--- src/hw/rtl/http_request_header_parser_assert.svh ---
// ----------------------------------------------------------------------------
// HTTP request header parser assertion macros
// Shared concurrent assertion forms used by the parser RTL.
// ----------------------------------------------------------------------------
`ifndef HTTP_REQUEST_HEADER_PARSER_ASSERT_SVH
`define HTTP_REQUEST_HEADER_PARSER_ASSERT_SVH

// Same-cycle implication, disabled while in reset
`define HRHP_ASSERT_NOW(label, clk, rst_n, ante, cons, msg) \
    label: assert property (@(posedge clk) disable iff (!rst_n) (ante) |-> (cons)) \
        else $error(msg);

// Next-cycle implication, disabled while in reset
`define HRHP_ASSERT_NEXT(label, clk, rst_n, ante, cons, msg) \
    label: assert property (@(posedge clk) disable iff (!rst_n) (ante) |=> (cons)) \
        else $error(msg);

`endif

--- src/hw/rtl/hrhp_pkg.sv ---
`timescale 1ns / 1ps
// ----------------------------------------------------------------------------
// HTTP request header parser package
// Types, constants and character class helpers shared by the parser RTL.
// ----------------------------------------------------------------------------
package hrhp_pkg;

    localparam int URI_MAX_CHARS_DEF = 63;
    localparam int URI_CNT_W         = 6;
    localparam int LEN_W             = 32;
    localparam int OUT_TDATA_W       = 56;

    localparam logic [7:0] CH_CR = 8'h0D;
    localparam logic [7:0] CH_LF = 8'h0A;

    // Match position codes; all-ones marks a mismatch
    localparam logic [2:0] METHOD_FAIL = 3'd7;
    localparam logic [2:0] GET_LEN     = 3'd3;
    localparam logic [2:0] POST_LEN    = 3'd4;
    localparam logic [4:0] KEY_FAIL    = 5'd31;
    localparam logic [4:0] KEY_LEN     = 5'd15;

    localparam logic [1:0] CRLF_LAST = 2'd3;

    typedef enum logic [3:0] {
        PH_WS_METHOD,
        PH_METHOD,
        PH_WS_URI,
        PH_URI,
        PH_WS_PROTO,
        PH_PROTO,
        PH_WS_KEY,
        PH_KEY,
        PH_WS_VALUE,
        PH_VALUE,
        PH_DONE
    } phase_t;

    typedef enum logic {
        KIND_URI     = 1'b0,
        KIND_SUMMARY = 1'b1
    } kind_t;

    typedef struct packed {
        logic                 valid;
        kind_t                kind;
        logic [7:0]           uri_byte;
        logic                 method_get;
        logic                 method_post;
        logic [URI_CNT_W-1:0] uri_length;
        logic [LEN_W-1:0]     content_length;
        logic                 length_seen;
    } hrhp_result_t;

    function automatic logic is_ws(input logic [7:0] b);
        return b inside {8'h20, [8'h09:8'h0D]};
    endfunction

    function automatic logic is_digit(input logic [7:0] b);
        return b inside {["0":"9"]};
    endfunction

    function automatic logic is_token(input logic [7:0] b);
        return b inside {["0":"9"], ["A":"Z"], ["a":"z"], ":", "-", "/", "."};
    endfunction

    function automatic logic is_eol(input logic [7:0] b);
        return b inside {CH_CR, CH_LF};
    endfunction

    function automatic logic [7:0] get_char(input logic [1:0] pos);
        logic [7:0] c;
        case (pos)
            2'd0:    c = "G";
            2'd1:    c = "E";
            2'd2:    c = "T";
            default: c = 8'h00;
        endcase
        return c;
    endfunction

    function automatic logic [7:0] post_char(input logic [1:0] pos);
        logic [7:0] c;
        case (pos)
            2'd0:    c = "P";
            2'd1:    c = "O";
            2'd2:    c = "S";
            default: c = "T";
        endcase
        return c;
    endfunction

    // "Content-Length:"
    function automatic logic [7:0] key_char(input logic [3:0] pos);
        logic [7:0] c;
        case (pos)
            4'd0:    c = "C";
            4'd1:    c = "o";
            4'd2:    c = "n";
            4'd3:    c = "t";
            4'd4:    c = "e";
            4'd5:    c = "n";
            4'd6:    c = "t";
            4'd7:    c = "-";
            4'd8:    c = "L";
            4'd9:    c = "e";
            4'd10:   c = "n";
            4'd11:   c = "g";
            4'd12:   c = "t";
            4'd13:   c = "h";
            4'd14:   c = ":";
            default: c = 8'h00;
        endcase
        return c;
    endfunction

endpackage

--- src/hw/rtl/hrhp_parser.sv ---
`timescale 1ns / 1ps
// ----------------------------------------------------------------------------
// HTTP request header parser state
// Holds the parse state and computes its update and the result for one byte.
// ----------------------------------------------------------------------------
`include "http_request_header_parser_assert.svh"

module hrhp_parser
    import hrhp_pkg::*;
#(
    parameter int URI_MAX_CHARS = URI_MAX_CHARS_DEF
)
(
    input  logic         clk,
    input  logic         rst_n,
    input  logic         step,       // consume the byte below this cycle
    input  logic [7:0]   byte_in,
    input  logic         start_req,
    output hrhp_result_t result
);

    localparam int URI_CNT_MAX = (1 << URI_CNT_W) - 1;
    localparam logic [URI_CNT_W-1:0] URI_LIMIT =
        URI_CNT_W'((URI_MAX_CHARS > URI_CNT_MAX) ? URI_CNT_MAX : URI_MAX_CHARS);

    phase_t               phase_reg,      phase_next;
    logic [2:0]           get_pos_reg,    get_pos_next;
    logic [2:0]           post_pos_reg,   post_pos_next;
    logic [4:0]           key_pos_reg,    key_pos_next;
    logic                 key_is_len_reg, key_is_len_next;
    logic [URI_CNT_W-1:0] uri_cnt_reg,    uri_cnt_next;
    logic [LEN_W-1:0]     len_val_reg,    len_val_next;
    logic                 len_found_reg,  len_found_next;
    logic [1:0]           crlf_reg,       crlf_next;

    // State as seen by this byte (cleared when it opens a new request)
    phase_t               cur_phase;
    logic [2:0]           cur_get_pos;
    logic [2:0]           cur_post_pos;
    logic [4:0]           cur_key_pos;
    logic                 cur_key_is_len;
    logic [URI_CNT_W-1:0] cur_uri_cnt;
    logic [LEN_W-1:0]     cur_len_val;
    logic                 cur_len_found;
    logic [1:0]           cur_crlf;

    logic                 tk;
    logic                 sp;
    logic                 do_value;
    logic [LEN_W+3:0]     len_acc;

    assign tk = is_token(byte_in);
    assign sp = is_ws(byte_in);

    always_comb
    begin
        if (start_req)
        begin
            cur_phase      = PH_WS_METHOD;
            cur_get_pos    = '0;
            cur_post_pos   = '0;
            cur_key_pos    = '0;
            cur_key_is_len = 1'b0;
            cur_uri_cnt    = '0;
            cur_len_val    = '0;
            cur_len_found  = 1'b0;
            cur_crlf       = '0;
        end
        else
        begin
            cur_phase      = phase_reg;
            cur_get_pos    = get_pos_reg;
            cur_post_pos   = post_pos_reg;
            cur_key_pos    = key_pos_reg;
            cur_key_is_len = key_is_len_reg;
            cur_uri_cnt    = uri_cnt_reg;
            cur_len_val    = len_val_reg;
            cur_len_found  = len_found_reg;
            cur_crlf       = crlf_reg;
        end
    end

    // Next state and result for the byte
    always_comb
    begin
        phase_next      = cur_phase;
        get_pos_next    = cur_get_pos;
        post_pos_next   = cur_post_pos;
        key_pos_next    = cur_key_pos;
        key_is_len_next = cur_key_is_len;
        uri_cnt_next    = cur_uri_cnt;
        len_val_next    = cur_len_val;
        len_found_next  = cur_len_found;
        crlf_next       = cur_crlf;
        do_value        = 1'b0;
        len_acc         = '0;
        result          = '0;

        if (cur_phase != PH_DONE)
        begin
            case (cur_phase)
                PH_WS_METHOD, PH_METHOD:
                begin
                    if (tk)
                    begin
                        phase_next = PH_METHOD;
                        if (cur_get_pos < GET_LEN && byte_in == get_char(cur_get_pos[1:0]))
                            get_pos_next = cur_get_pos + 3'd1;
                        else
                            get_pos_next = METHOD_FAIL;
                        if (cur_post_pos < POST_LEN &&
                            byte_in == post_char(cur_post_pos[1:0]))
                            post_pos_next = cur_post_pos + 3'd1;
                        else
                            post_pos_next = METHOD_FAIL;
                    end
                    else if (cur_phase == PH_METHOD || !sp)
                        phase_next = PH_WS_URI;
                end
                PH_WS_URI, PH_URI:
                begin
                    if (tk)
                    begin
                        phase_next = PH_URI;
                        if (cur_uri_cnt < URI_LIMIT)
                        begin
                            uri_cnt_next    = cur_uri_cnt + 1'b1;
                            result.valid    = 1'b1;
                            result.kind     = KIND_URI;
                            result.uri_byte = byte_in;
                        end
                    end
                    else if (cur_phase == PH_URI || !sp)
                        phase_next = PH_WS_PROTO;
                end
                PH_WS_PROTO:
                begin
                    if (tk)
                        phase_next = PH_PROTO;
                    else if (!sp)
                        phase_next = PH_WS_KEY;
                end
                PH_PROTO:
                begin
                    if (!tk)
                        phase_next = PH_WS_KEY;
                end
                PH_WS_KEY:
                begin
                    if (tk)
                    begin
                        phase_next   = PH_KEY;
                        key_pos_next = (byte_in == key_char(4'd0)) ? 5'd1 : KEY_FAIL;
                    end
                    else if (!sp)
                    begin
                        phase_next      = PH_VALUE;
                        key_is_len_next = 1'b0;
                    end
                end
                PH_KEY:
                begin
                    if (tk)
                    begin
                        if (cur_key_pos < KEY_LEN && byte_in == key_char(cur_key_pos[3:0]))
                            key_pos_next = cur_key_pos + 5'd1;
                        else
                            key_pos_next = KEY_FAIL;
                    end
                    else
                    begin
                        // key complete: exact match arms the value
                        if (cur_key_pos == KEY_LEN)
                        begin
                            key_is_len_next = 1'b1;
                            len_found_next  = 1'b1;
                            len_val_next    = '0;
                        end
                        else
                            key_is_len_next = 1'b0;
                        if (is_eol(byte_in))
                            phase_next = PH_WS_KEY;
                        else if (sp)
                            phase_next = PH_WS_VALUE;
                        else
                        begin
                            phase_next = PH_VALUE;
                            do_value   = 1'b1;
                        end
                    end
                end
                PH_WS_VALUE:
                begin
                    if (is_eol(byte_in))
                        phase_next = PH_WS_KEY;
                    else if (!sp)
                    begin
                        phase_next = PH_VALUE;
                        do_value   = 1'b1;
                    end
                end
                default:
                begin
                    if (is_eol(byte_in))
                        phase_next = PH_WS_KEY;
                    else
                    begin
                        phase_next = PH_VALUE;
                        do_value   = 1'b1;
                    end
                end
            endcase

            // Decimal accumulate, value*8 + value*2 + digit, saturating
            if (do_value && key_is_len_next)
            begin
                if (is_digit(byte_in))
                begin
                    len_acc = {1'b0, len_val_next, 3'b000} + {3'b000, len_val_next, 1'b0} +
                              {{LEN_W{1'b0}}, byte_in[3:0]};
                    len_val_next = (len_acc[LEN_W+3:LEN_W] != 4'd0) ? {LEN_W{1'b1}}
                                                                    : len_acc[LEN_W-1:0];
                end
                else
                    key_is_len_next = 1'b0;
            end

            // CR LF CR LF watch
            if (byte_in == (cur_crlf[0] ? CH_LF : CH_CR))
            begin
                if (cur_crlf == CRLF_LAST)
                begin
                    phase_next            = PH_DONE;
                    crlf_next             = '0;
                    result                = '0;
                    result.valid          = 1'b1;
                    result.kind           = KIND_SUMMARY;
                    result.method_get     = (get_pos_next == GET_LEN);
                    result.method_post    = (post_pos_next == POST_LEN);
                    result.uri_length     = uri_cnt_next;
                    result.content_length = len_val_next;
                    result.length_seen    = len_found_next;
                end
                else
                    crlf_next = cur_crlf + 2'd1;
            end
            else
                crlf_next = (byte_in == CH_CR) ? 2'd1 : 2'd0;
        end
    end

    // State registers
    always_ff @(posedge clk or negedge rst_n)
    begin
        if (!rst_n)
        begin
            phase_reg      <= PH_WS_METHOD;
            get_pos_reg    <= '0;
            post_pos_reg   <= '0;
            key_pos_reg    <= '0;
            key_is_len_reg <= 1'b0;
            uri_cnt_reg    <= '0;
            len_val_reg    <= '0;
            len_found_reg  <= 1'b0;
            crlf_reg       <= '0;
        end
        else if (step)
        begin
            phase_reg      <= phase_next;
            get_pos_reg    <= get_pos_next;
            post_pos_reg   <= post_pos_next;
            key_pos_reg    <= key_pos_next;
            key_is_len_reg <= key_is_len_next;
            uri_cnt_reg    <= uri_cnt_next;
            len_val_reg    <= len_val_next;
            len_found_reg  <= len_found_next;
            crlf_reg       <= crlf_next;
        end
    end

    `HRHP_ASSERT_NEXT(a_summary_ends_request, clk, rst_n,
        step && result.valid && result.kind == KIND_SUMMARY, phase_reg == PH_DONE,
        "summary item did not close the request")
    `HRHP_ASSERT_NOW(a_uri_count_limit, clk, rst_n,
        1'b1, uri_cnt_reg <= URI_LIMIT, "URI count beyond limit")
    `HRHP_ASSERT_NOW(a_length_needs_key, clk, rst_n,
        len_val_reg != '0, len_found_reg, "length value without Content-Length key")

endmodule

--- src/hw/rtl/http_request_header_parser.sv ---
`timescale 1ns / 1ps
// ----------------------------------------------------------------------------
// HTTP request header parser
// Byte-stream HTTP request header parser emitting URI bytes and a summary.
// ----------------------------------------------------------------------------
// Channel  Dir  Payload
// s_*      in   tdata[7:0] request byte, tuser start of request
// m_*      out  tuser kind, tdata URI byte / method flags / URI length /
//                Content-Length value / length seen
//
// One byte per cycle sustained while m_tready does not stall; m_tvalid rises after
// the byte is taken into the input register at the s_ accept edge and the parse
// logic then writes its item into the result register once that register is free.
// A byte that causes no item leaves the result register untouched.
// Reset clears the parse state and both valid flags; no clearing pass.
// A stall on m_tready holds the result and backs up into the input register.
`include "http_request_header_parser_assert.svh"

module http_request_header_parser
    import hrhp_pkg::*;
#(
    parameter int URI_MAX_CHARS = URI_MAX_CHARS_DEF
)
(
    input  logic                   clk,
    input  logic                   rst_n,
    input  logic                   s_tvalid,
    output logic                   s_tready,
    input  logic [7:0]             s_tdata,   // [7:0] byte_in
    input  logic                   s_tuser,   // [0] start_req
    output logic                   m_tvalid,
    input  logic                   m_tready,
    output logic [OUT_TDATA_W-1:0] m_tdata,   // [7:0] uri_byte, [8] method_get,
                                              // [9] method_post, [15:10] uri_length,
                                              // [47:16] content_length,
                                              // [48] length_seen, [55:49] zero
    output logic                   m_tuser    // [0] kind
);

    logic         in_valid_reg;
    logic [7:0]   in_byte_reg;
    logic         in_start_reg;
    logic         out_valid_reg;
    hrhp_result_t out_reg;
    hrhp_result_t result;
    logic         out_free;
    logic         step;

    // Handshake: result register frees when empty or taken
    assign out_free = !out_valid_reg || m_tready;
    assign step     = in_valid_reg && out_free;
    assign s_tready = !in_valid_reg || out_free;

    // Input register
    always_ff @(posedge clk or negedge rst_n)
    begin
        if (!rst_n)
            in_valid_reg <= 1'b0;
        else if (s_tready)
            in_valid_reg <= s_tvalid;
    end

    always_ff @(posedge clk)
    begin
        if (s_tready && s_tvalid)
        begin
            in_byte_reg  <= s_tdata;
            in_start_reg <= s_tuser;
        end
    end

    hrhp_parser #(
        .URI_MAX_CHARS (URI_MAX_CHARS)
    ) u_parser (
        .clk       (clk),
        .rst_n     (rst_n),
        .step      (step),
        .byte_in   (in_byte_reg),
        .start_req (in_start_reg),
        .result    (result)
    );

    // Result register
    always_ff @(posedge clk or negedge rst_n)
    begin
        if (!rst_n)
            out_valid_reg <= 1'b0;
        else if (out_free)
            out_valid_reg <= step && result.valid;
    end

    always_ff @(posedge clk)
    begin
        if (step && result.valid)
            out_reg <= result;
    end

    assign m_tvalid = out_valid_reg;
    assign m_tuser  = out_reg.kind;
    assign m_tdata  = {7'b0, out_reg.length_seen, out_reg.content_length,
                       out_reg.uri_length, out_reg.method_post, out_reg.method_get,
                       out_reg.uri_byte};

    `HRHP_ASSERT_NEXT(a_input_held, clk, rst_n,
        in_valid_reg && !out_free, in_valid_reg && $stable(in_byte_reg),
        "waiting input item lost")
    `HRHP_ASSERT_NOW(a_summary_no_uri_byte, clk, rst_n,
        m_tvalid && m_tuser, m_tdata[7:0] == 8'd0, "summary item carries a URI byte")
    `HRHP_ASSERT_NOW(a_uri_item_clean, clk, rst_n,
        m_tvalid && !m_tuser, m_tdata[OUT_TDATA_W-1:8] == '0,
        "URI item carries summary fields")

endmodule
--- config.mk ---
export PLATFORM = sky130hd
export DESIGN_NAME = http_request_header_parser
export DESIGN_NICKNAME = d
export VERILOG_FILES = /design/src/hw/rtl/hrhp_pkg.sv /design/src/hw/rtl/hrhp_parser.sv /design/src/hw/rtl/http_request_header_parser.sv
export VERILOG_INCLUDE_DIRS = /design/src /design/src/hw/rtl
export SDC_FILE = /design/constraint.sdc
export NUM_CORES = 1
export LEC_CHECK = 0
export BUFFER_PORTS_ARGS = -buffer_cell sky130_fd_sc_hd__clkbuf_2
export CAP_MARGIN = 20
export CORE_ASPECT_RATIO = 1.1
export CORE_MARGIN = 10
export CORE_UTILIZATION = 50
export CTS_BUF_LIST = sky130_fd_sc_hd__clkbuf_4
export DETAILED_ROUTE_END_ITERATION = 6
export GPL_ROUTABILITY_DRIVEN = 1
export PLACE_DENSITY = 0.64
export SLEW_MARGIN = 20
export SYNTH_ARGS = -nofsm -noshare
export SYNTH_HDL_FRONTEND = slang
export SYNTH_HIERARCHICAL = 1
export SYNTH_SLANG_ARGS = --single-unit
--- constraint.sdc ---
create_clock -name clk -period 8.8 [get_ports clk]
set_clock_uncertainty 0.05 [all_clocks]
set_input_delay 1.76 -clock clk [delete_from_list [all_inputs] [get_ports clk]]
set_output_delay 1.76 -clock clk [all_outputs]
set_load 0.005 [all_outputs]
* Yosys cells after proc, flatten, opt, wreduce, memory -nomap -nowiden *
Memory sizes are Yosys's and may differ from the RTL's.
Cells that the tools add are included.

storage, ports and cells
  memories = 1
  register bits after elaboration = 118
  bits in read-only memories = 112
  word-level logic and storage cells = 194
  input bits = 13

memory list
  memory            words  width  rd ports  clocked after Yosys merged registers in  write ports  line            text
  (name not given)  16     7      1         0                                        0            hrhp_pkg.sv:96  case (pos)

operators by class
  multiplexer cells = 96
  reduce and logical (&&, ||, !) cells = 29
  magnitude comparators = 12
  equality and inequality tests = 29
  $add $sub $neg = 7

operators with widths
  cell                number
  $mux 32             9
  $mux 51             3
  $mux 8              9
  $mux 4              17
  $eq 8x6->1 const B  5
  $mux 3              13
  $add 35x33->36      1
  $add 36x4->36       1
  $eq 8x8->1          4
  $mux 10             3
  $mux 5              6
  $mux 6              5
  $pmux 4 s7          1
  $mux 1              21
  $pmux 7 s3          1
  $eq 4x3->1 const B  4
  $eq 8x4->1 const B  2
  $ge 8x7->1 const B  2
  $le 8x7->1 const B  2
  $pmux 5 s3          1
  $logic_and 1x1->1   11
  $pmux 5 s2          1
  $eq 4x2->1 const B  2
  $eq 8x7->1 const B  1
  33 further kinds    48

* Depth between registers and ports, before layout *
Gate-level depths: netlist of the first run.

  word-level depth = 17
  gate-level depth with buffers = 26
  gate-level depth less buffers = 22

* Modules after synthesis *
Netlist of the first run, hierarchy kept.

by module, submodules not included
  module                      instances  area each (µm²)  cells an instance
  hrhp_parser                 1          6,939.2          934
  http_request_header_parser  1          1,939.4          77

* Least setup slack after synthesis of the first run *
OpenSTA, ideal clock, no wires.

  path type = register -> register
  start point = reg in_start_reg
  end point = reg u_parser.len_val_reg[26]
  buffers on the path = 3
  stages on the path, launching flop included = 24
  period minus slack after synthesis = 5,497 ps
  data arrival time = 5,326 ps
  setup slack = 3,303 ps
  setup time = 121 ps
  path through = edfxtp_1 -> buf_2 -> inv_2 -> clkbuf_1 -> nand2_1 -> inv_1 -> ha_1 -> and4b_1 -> ha_1 -> a31oi_4 -> clkbuf_1 -> nand2_1 -> fa_1 -> inv_1 -> ha_1 -> a211oi_1 -> o21a_1 -> a211oi_1 -> o21ba_2 -> o21a_1 -> o31a_1 -> mux2_4 -> or4_1 -> a22o_1

on the way
  word-level cells in the longest chain between the ends = 13

ends and longest elaborated chain
  element                 line                              text
  from (decl)             http_request_header_parser.sv:42  logic in_start_reg;
  from (signal assigned)  http_request_header_parser.sv:68  in_start_reg <= s_tuser;
  $mux 5                  hrhp_parser.sv:57                 if (start_req)
  $eq 5x4->1              hrhp_parser.sv:173                if (cur_key_pos == KEY_LEN)
  $mux 32                 hrhp_parser.sv:173
  $mux 32                 hrhp_parser.sv:163                if (tk)
  $mux 32                 hrhp_parser.sv:101                case (cur_phase)
  $mux 32                 hrhp_parser.sv:99                 if (cur_phase != PH_DONE)
  $add 35x33->36          hrhp_parser.sv:219                len_acc = {1'b0, len_val_next, 3'b000} + {3'b000, len_val_next, 1'b0} +
  $add 36x4->36           hrhp_parser.sv:219
  $reduce_bool 4->1       hrhp_parser.sv:221                len_val_next = (len_acc[LEN_W+3:LEN_W] != 4'd0) ? {LEN_W{1'b1}}
  $mux 32                 hrhp_parser.sv:221
  $mux 32                 hrhp_parser.sv:217                if (is_digit(byte_in))
  $mux 32                 hrhp_parser.sv:215                if (do_value && key_is_len_next)
  $mux 32 (*)             hrhp_parser.sv:99
  to (signal assigned)    hrhp_parser.sv:275                len_val_reg <= len_val_next;
  to (decl)               hrhp_parser.sv:32                 logic [LEN_W-1:0] len_val_reg, len_val_next;

Every way passes the cells marked *; elsewhere a longest branch is shown, timed or not. The select of a mux whose other input is x is not followed.
A chain may end at the register's enable or synchronous reset.

* Final worst setup path of the first run *
  start point = reg in_byte_reg[1]
  end point = reg u_parser.len_val_reg[20]

on the way
  word-level cells in the longest chain between the ends = 13

ends and longest elaborated chain
  element                                      line                              text
  from (decl)                                  http_request_header_parser.sv:41  logic [7:0] in_byte_reg;
  from (signal assigned)                       http_request_header_parser.sv:67  in_byte_reg <= s_tdata;
  $ge 8x6->1, or another cell as far along     hrhp_pkg.sv:60, hrhp_pkg.sv:64
  $logic_and 1x1->1, on equally long branches  hrhp_pkg.sv:60, hrhp_pkg.sv:64
  $reduce_bool 7->1                            hrhp_pkg.sv:64                    return b inside {["0":"9"], ["A":"Z"], ["a":"z"], ":", "-", "/", "."};
  $mux 32                                      hrhp_parser.sv:163
  $mux 32                                      hrhp_parser.sv:101
  $mux 32                                      hrhp_parser.sv:99
  $add 35x33->36                               hrhp_parser.sv:219
  $add 36x4->36                                hrhp_parser.sv:219
  $reduce_bool 4->1                            hrhp_parser.sv:221
  $mux 32                                      hrhp_parser.sv:221
  $mux 32                                      hrhp_parser.sv:217
  $mux 32 (*)                                  hrhp_parser.sv:215
  $mux 32 (*)                                  hrhp_parser.sv:99

Marked as above.

==> run_results.csv, run 1 <==
group,metric,value,unit
power,p_per_area,124,nW/um^2
drt,vias,7758,
clocking,cts-hold-fix-buffers,0,
die,dieWidth,147,um
setup_path,endpoint_kind,"flop",
drt,wl,24.4,mm
global_routing,grt_antenna_before_repair,1,
global_routing,grt_start_max_net_pins,62,
hold_path,min_from,"u_parser/len_val_reg[15]$_DFFE_PN0P_",
setup_path,start_kind,"flop",
drt,drt_first_iter_violations,601,
timing,relSlewSlack,35.7,%
drt,drc,0,
layout,layout.cells.most_common,"nand2_1",
hold_path,hold_depth,2,
placed_design,io_buffer_count,64,
die,dieArea,23500,sq um
drt,wl_per_cell,18.7,um
timing,hold_viol_final,0,
global_routing,grt_pass1_wl,39.8,mm
layout,multi_input_area,5220,sq um
timing,fin_crit_sh,73.4,%
synthesis,syn_inst,1011,
timing,setup_viol,0,
power,p_leak,4.47,nW
setup_path,rr_startpoint,"in_byte_reg[1]$_DFFE_PP_",
die,pin_count,72,
clocking,cts_root_buf,"clkbuf_4",
global_routing,overflow,0,
clocking,cts_tree,"done",
timing,period_minus_slack,6.45,ns
die,dieHeight,160,um
synthesis,ys_types,88,
synthesis,avgSynthCellArea,8.78,sq um
placed_design,dp_hpwl,17.2,mm
drt,ant_nets,0,
global_routing,grt_pass1_vias,7599,
synthesis,postSynth.asyncResetShare,50.0,%
clocking,h-tree-depth,4,
synthesis,ys_warn_count,6,
clocking,path_clk_slew,0.12,ns
placed_design,globalplace.congestion,0.907,
clocking,clkSinkCount,118,
die,core,17500,sq um
hold_path,hold_path.class,"flop to flop",
drt,viasPerCell,5.97,
setup_path,ff2ff_setup_slack,2.35,ns
synthesis,synth_edf_count,59,
layout,area_growth,7.79,%
clocking,postCtsSetupBuffers,0,
timing,tightest_slew,0.964,ns
power,ir_drop,0.0767,mV
clocking,cts_resized,0,
layout,regArea,3250,sq um
setup_path,r2r_cells,18,
power,total_power,1.19,mW
timing,slew_viol_final,0,
timing,fin_setup_tns,0,ns
layout,nFillCells,1674,
clocking,cts_buffers,17,
setup_path,cp.arrival,6.85,ns
timing,clock.fmax,155,MHz
setup_path,path_class,"flop to flop",
global_routing,grt_usage,20.4,%
setup_path,worstPathRequired,9.19,ns
clocking,clockBufferDepth,2,
synthesis,yosys_register_bits,118,
setup_path,worstPathMaxFanout,24,
synthesis,syn_area,8880,sq um
hold_path,min_to,"u_parser/len_val_reg[15]$_DFFE_PN0P_",
die,rows,51,
job,max-cap-violations,0,
layout,nets,1138,
synthesis,synth_flop_cell,"edfxtp_1",
layout,largest_register_ffs,49,
drt,dr.pass1.iters,6,
timing,rsz0062_at_grt,"false",
layout,final_cell_mix,"127 x nand2_1, 102 x nor2_1, 75 x ha_1",
clocking,clock_latency,0.55,ns
setup_path,crit-reg2reg-capture,"u_parser/len_val_reg[20]$_DFFE_PN0P_",
status,status,"completed",
layout,final_layout_size_suffix_gt1_share,13.4,%
die,initial_core_util,50.6,%
synthesis,synth_seq_area_share,36.6,%
-- cells in the mapped netlist (19+ instances only) --
master / count / share of area [%]
and2_1: 24 / 1.7
ha_1: 75 / 11
xnor2_1: 25 / 2.5
nand3_1: 21 / 1.2
a21oi_1: 70 / 3.9
nand2_1: 127 / 5.4
dfrtp_1: 59 / 17
nor4_1: 26 / 1.8
inv_1: 33 / 1.4
edfxtp_1: 59 / 20
o21ai_0: 48 / 2.7
clkbuf_1: 39 / 1.6
o31ai_1: 20 / 1.7
nor2_1: 103 / 4.4
nor3_1: 19 / 1.1
-- metal layers --
| layer | vias up | routed length (um) | track usage, % |
|---|---|---|---|
| met5 | - | 0 | 0 |
| met4 | 0 | 439 | 6.99 |
| met3 | 36 | 1110 | 3.11 |
| met2 | 244 | 12300 | 36.0 |
| met1 | 3731 | 10500 | 24.7 |
| li1 | 3747 | - | - |
-- critical path: stages, from the launching register on --
cell and delay [ns]:
edfxtp_1 0.73, nor2b_1 0.25, a41oi_1 0.14, o32a_2 0.56, a31oi_4 0.44, buf_4 0.30
nand2_1 0.14, fa_1 0.52, fa_1 0.47, nand2b_1 0.18, a21oi_1 0.21, o31ai_1 0.15
o21ai_0 0.46, o211ai_1 0.19, mux2_2 0.28, nand2_1 0.23, buf_4 0.32, or4_1 0.54
a22o_1 0.19
-- per-stage QoR --
| stage | std cells | hold WS (ns) | area (sq um) | worst slack [ns] | utilization (%) |
|---|---|---|---|---|---|
| floorplan | 1017 | 0.380 | 8900 | 3.30 | - |
| global placement | 1267 | 0.392 | 9320 | 2.51 | 53.1 |
| detailed placement | 1267 | 0.398 | 9320 | 2.37 | 53.1 |
| CTS | 1299 | 0.426 | 9570 | 2.35 | 54.5 |
| global route | 1300 | 0.454 | 9570 | 1.84 | 54.5 |
| finish | 1300 | 0.426 | 9570 | 2.35 | 54.5 |
-- worst max path at each step --
stage                             start                              endpoint  slack, ns  depth (start not counted)
3_5_place_dp   in_byte_reg[1]$_DFFE_PP_  u_parser/len_val_reg[20]$_DFFE_PN0P_       2.37                         18
6_report       in_byte_reg[1]$_DFFE_PP_  u_parser/len_val_reg[20]$_DFFE_PN0P_       2.35                         18
3_3_place_gp   in_byte_reg[1]$_DFFE_PP_  u_parser/len_val_reg[20]$_DFFE_PN0P_       2.51                         18
2_1_floorplan    in_start_reg$_DFFE_PP_  u_parser/len_val_reg[26]$_DFFE_PN0P_       3.30                         23
5_1_grt        in_byte_reg[1]$_DFFE_PP_  u_parser/len_val_reg[20]$_DFFE_PN0P_       1.84                         18
4_1_cts        in_byte_reg[1]$_DFFE_PP_  u_parser/len_val_reg[20]$_DFFE_PN0P_       2.35                         18
-- kinds of logic (layout without fill, tap and decap cells) --
kind of cell | after synthesis | count (layout) | share of synthesized area (%)
other | 2 | 9 | 0.0846
muxes | 10 | 10 | 1.21
xor gates and xnor gates | 38 | 38 | 3.75
buffers and inverters | 101 | 145 | 4.99
adders and majority gates | 77 | 77 | 11.0
and+or+nand+nor | 410 | 410 | 22.8
AOI/OAI and AO/OA | 255 | 255 | 19.6
DFF | 118 | 118 | 36.6
-- power breakdown --
part | leakage, nW | switching, mW | internal (mW)
logic | 2.90 | 0.121 | 0.0646
registers | 1.44 | 0.0428 | 0.601
clock network | 0.131 | 0.245 | 0.117
-- layout make-up --
type / count / area share, %
diodes: 1 / 0.0261
clock buffers: 17 / 1.33
clock inverters: 15 / 1.24
inverters: 36 / 1.41
multi-input cells: 798 / 54.6
flip-flops and latches: 118 / 33.9
well taps: 238 / 3.11
repair buffers: 77 / 4.37
Power figures use the tool's default switching activity.
==> run 2, diff against run 1 <==
- clock period: 8.8 -> 6.5 ns (I/O delays scaled with it)
==> run_results.csv, run 2 (synthesis results as in run 1) <==
group,metric,value,unit
timing,tightest_slew,1.22,ns
power,p_per_area,173,nW/um^2
timing,fin_setup_tns,0,ns
setup_path,cp_common_cell,"ha_1",
placed_design,dpl_worst_slack,0.767,ns
power,total_power,1.66,mW
setup_path,critPathMaxStageDelay,0.73,ns
clocking,path_clk_slew,0.12,ns
global_routing,grt_pass1_wl,39.7,mm
layout,final_cell_mix,"127 x nand2_1, 102 x nor2_1, 75 x ha_1",
timing,final.setup.worst_slack,0.595,ns
timing,period_minus_slack,5.91,ns
clocking,cts_resized,0,
global_routing,grt_start_max_net_pins,62,
timing,relSlewSlack,18.8,%
layout,fin_util,54.8,%
drt,drc,0,
job,max-cap-violations,0,
drt,ant_nets,0,
die,dieArea,23500,sq um
clocking,postCtsSetupBuffers,0,
timing,slew_viol_final,0,
clocking,clock_latency,0.57,ns
drt,dr.pass1.iters,7,
timing,whs,0.421,ns
global_routing,grt_usage,20.4,%
layout,largest_register_ffs,49,
setup_path,crit_chain,"nor2b_1 -> a41oi_1 -> o32a_2 -> a31oi_4 -> buf_4 -> and2_1 -> ha_1 -> ha_1 -> a21oi_1 -> a21boi_1 -> a311oi_1 -> a31o_2 -> a21oi_4 -> xnor2_1 -> nand2_1 -> nor4b_1 -> o31ai_1",
clocking,h-tree-depth,4,
global_routing,grt_pass1_vias,7686,
clocking,clockBufferDepth,2,
die,dieWidth,147,um
drt,wl,24.1,mm
setup_path,path_class,"flop to flop",
placed_design,dp_hpwl,17.0,mm
drt,drt_first_iter_violations,574,
clocking,clkSinkCount,118,
clocking,cts_buffers,17,
setup_path,crit_slowest_cell,"edfxtp_1",
setup_path,start_kind,"flop",
clocking,cts-hold-fix-buffers,0,
die,initial_core_util,50.6,%
placed_design,dp.cells,1269,
layout,nets,1140,
timing,fin_crit_sh,90.9,%
drt,viasPerCell,5.96,
placed_design,globalplace.congestion,0.887,
die,core,17500,sq um
hold_path,hold_path.class,"flop to flop",
clocking,cts_tree,"done",
layout,area_growth,8.33,%
placed_design,io_buffer_count,64,
global_routing,grt_antenna_before_repair,1,
setup_path,cp.arrival,6.27,ns
timing,hold_viol_final,0,
setup_path,worstPathMaxFanout,35,
layout,instances_no_fill,1302,
timing,setup_viol,0,
placed_design,place_area,9340,sq um
drt,wl_per_cell,18.5,um
die,rows,51,
status,status,"completed",
layout,stdcell_area,9620,sq um
layout,final_layout_size_suffix_gt1_share,13.3,%
layout,layout.cells.most_common,"nand2_1",
timing,rsz0062_at_grt,"false",
setup_path,worstPathRequired,6.87,ns
global_routing,overflow,0,
drt,vias,7754,
power,p_leak,4.49,nW
setup_path,endpoint_kind,"flop",
die,pin_count,72,
clocking,cts_root_buf,"clkbuf_4",
power,ir_drop,0.0962,mV
timing,clock.fmax,169,MHz
die,dieHeight,160,um
run 2: worst paths after layout:
path | start | depth (start not counted) | end | slack, ns
setup / recovery | in_byte_reg[1]$_DFFE_PP_ | 17 | u_parser/len_val_reg[24]$_DFFE_PN0P_ | 0.59
hold / removal | u_parser/len_val_reg[15]$_DFFE_PN0P_ | 2 | u_parser/len_val_reg[15]$_DFFE_PN0P_ | 0.42
setup reg to reg | in_byte_reg[1]$_DFFE_PP_ | 17 | u_parser/len_val_reg[24]$_DFFE_PN0P_ | 0.59
hold reg to reg | u_parser/len_val_reg[15]$_DFFE_PN0P_ | 2 | u_parser/len_val_reg[15]$_DFFE_PN0P_ | 0.42
max in group asynchronous | rst_n | 2 | u_parser/post_pos_reg[2]$_DFFE_PN0P_ | 5.00
min in group asynchronous | rst_n | 2 | u_parser/len_val_reg[19]$_DFFE_PN0P_ | 0.84
run 2: worst max-delay path: cells and delay by family (launching register included):
family | cells | cell delay (ns)
DFF | 1 | 0.73
xor gates and xnor gates | 1 | 0.19
and+or+nand+nor | 4 | 1.55
buffers and inverters | 1 | 0.40
AOI/OAI and AO/OA | 9 | 2.19
adders and majority gates | 2 | 0.64
run 2: layer usage:
metal	GRT usage (%)	vias to the layer above	wire length, um
met5	0	-	0
met4	7.57	0	549
met3	3.65	35	1070
met2	35.4	235	12100
met1	24.7	3736	10400
li1	-	3748	-
run 2: layout make-up:
class                   count  area (sq um)
well taps                 238           298
repair buffers             79           433
clock inverters            15           151
inverters                  36           135
clock buffers              17           128
multi-input cells         798          5220
diodes                      1          2.50
fillers                  1627          7930
flip-flops and latches    118          3250
run 2: power by group:
group          internal, mW  switching, mW  leakage [nW]
sequential            0.814         0.0541          1.44
clock                 0.229          0.316         0.142
combinational        0.0877          0.164          2.91
total                  1.13          0.534          4.49
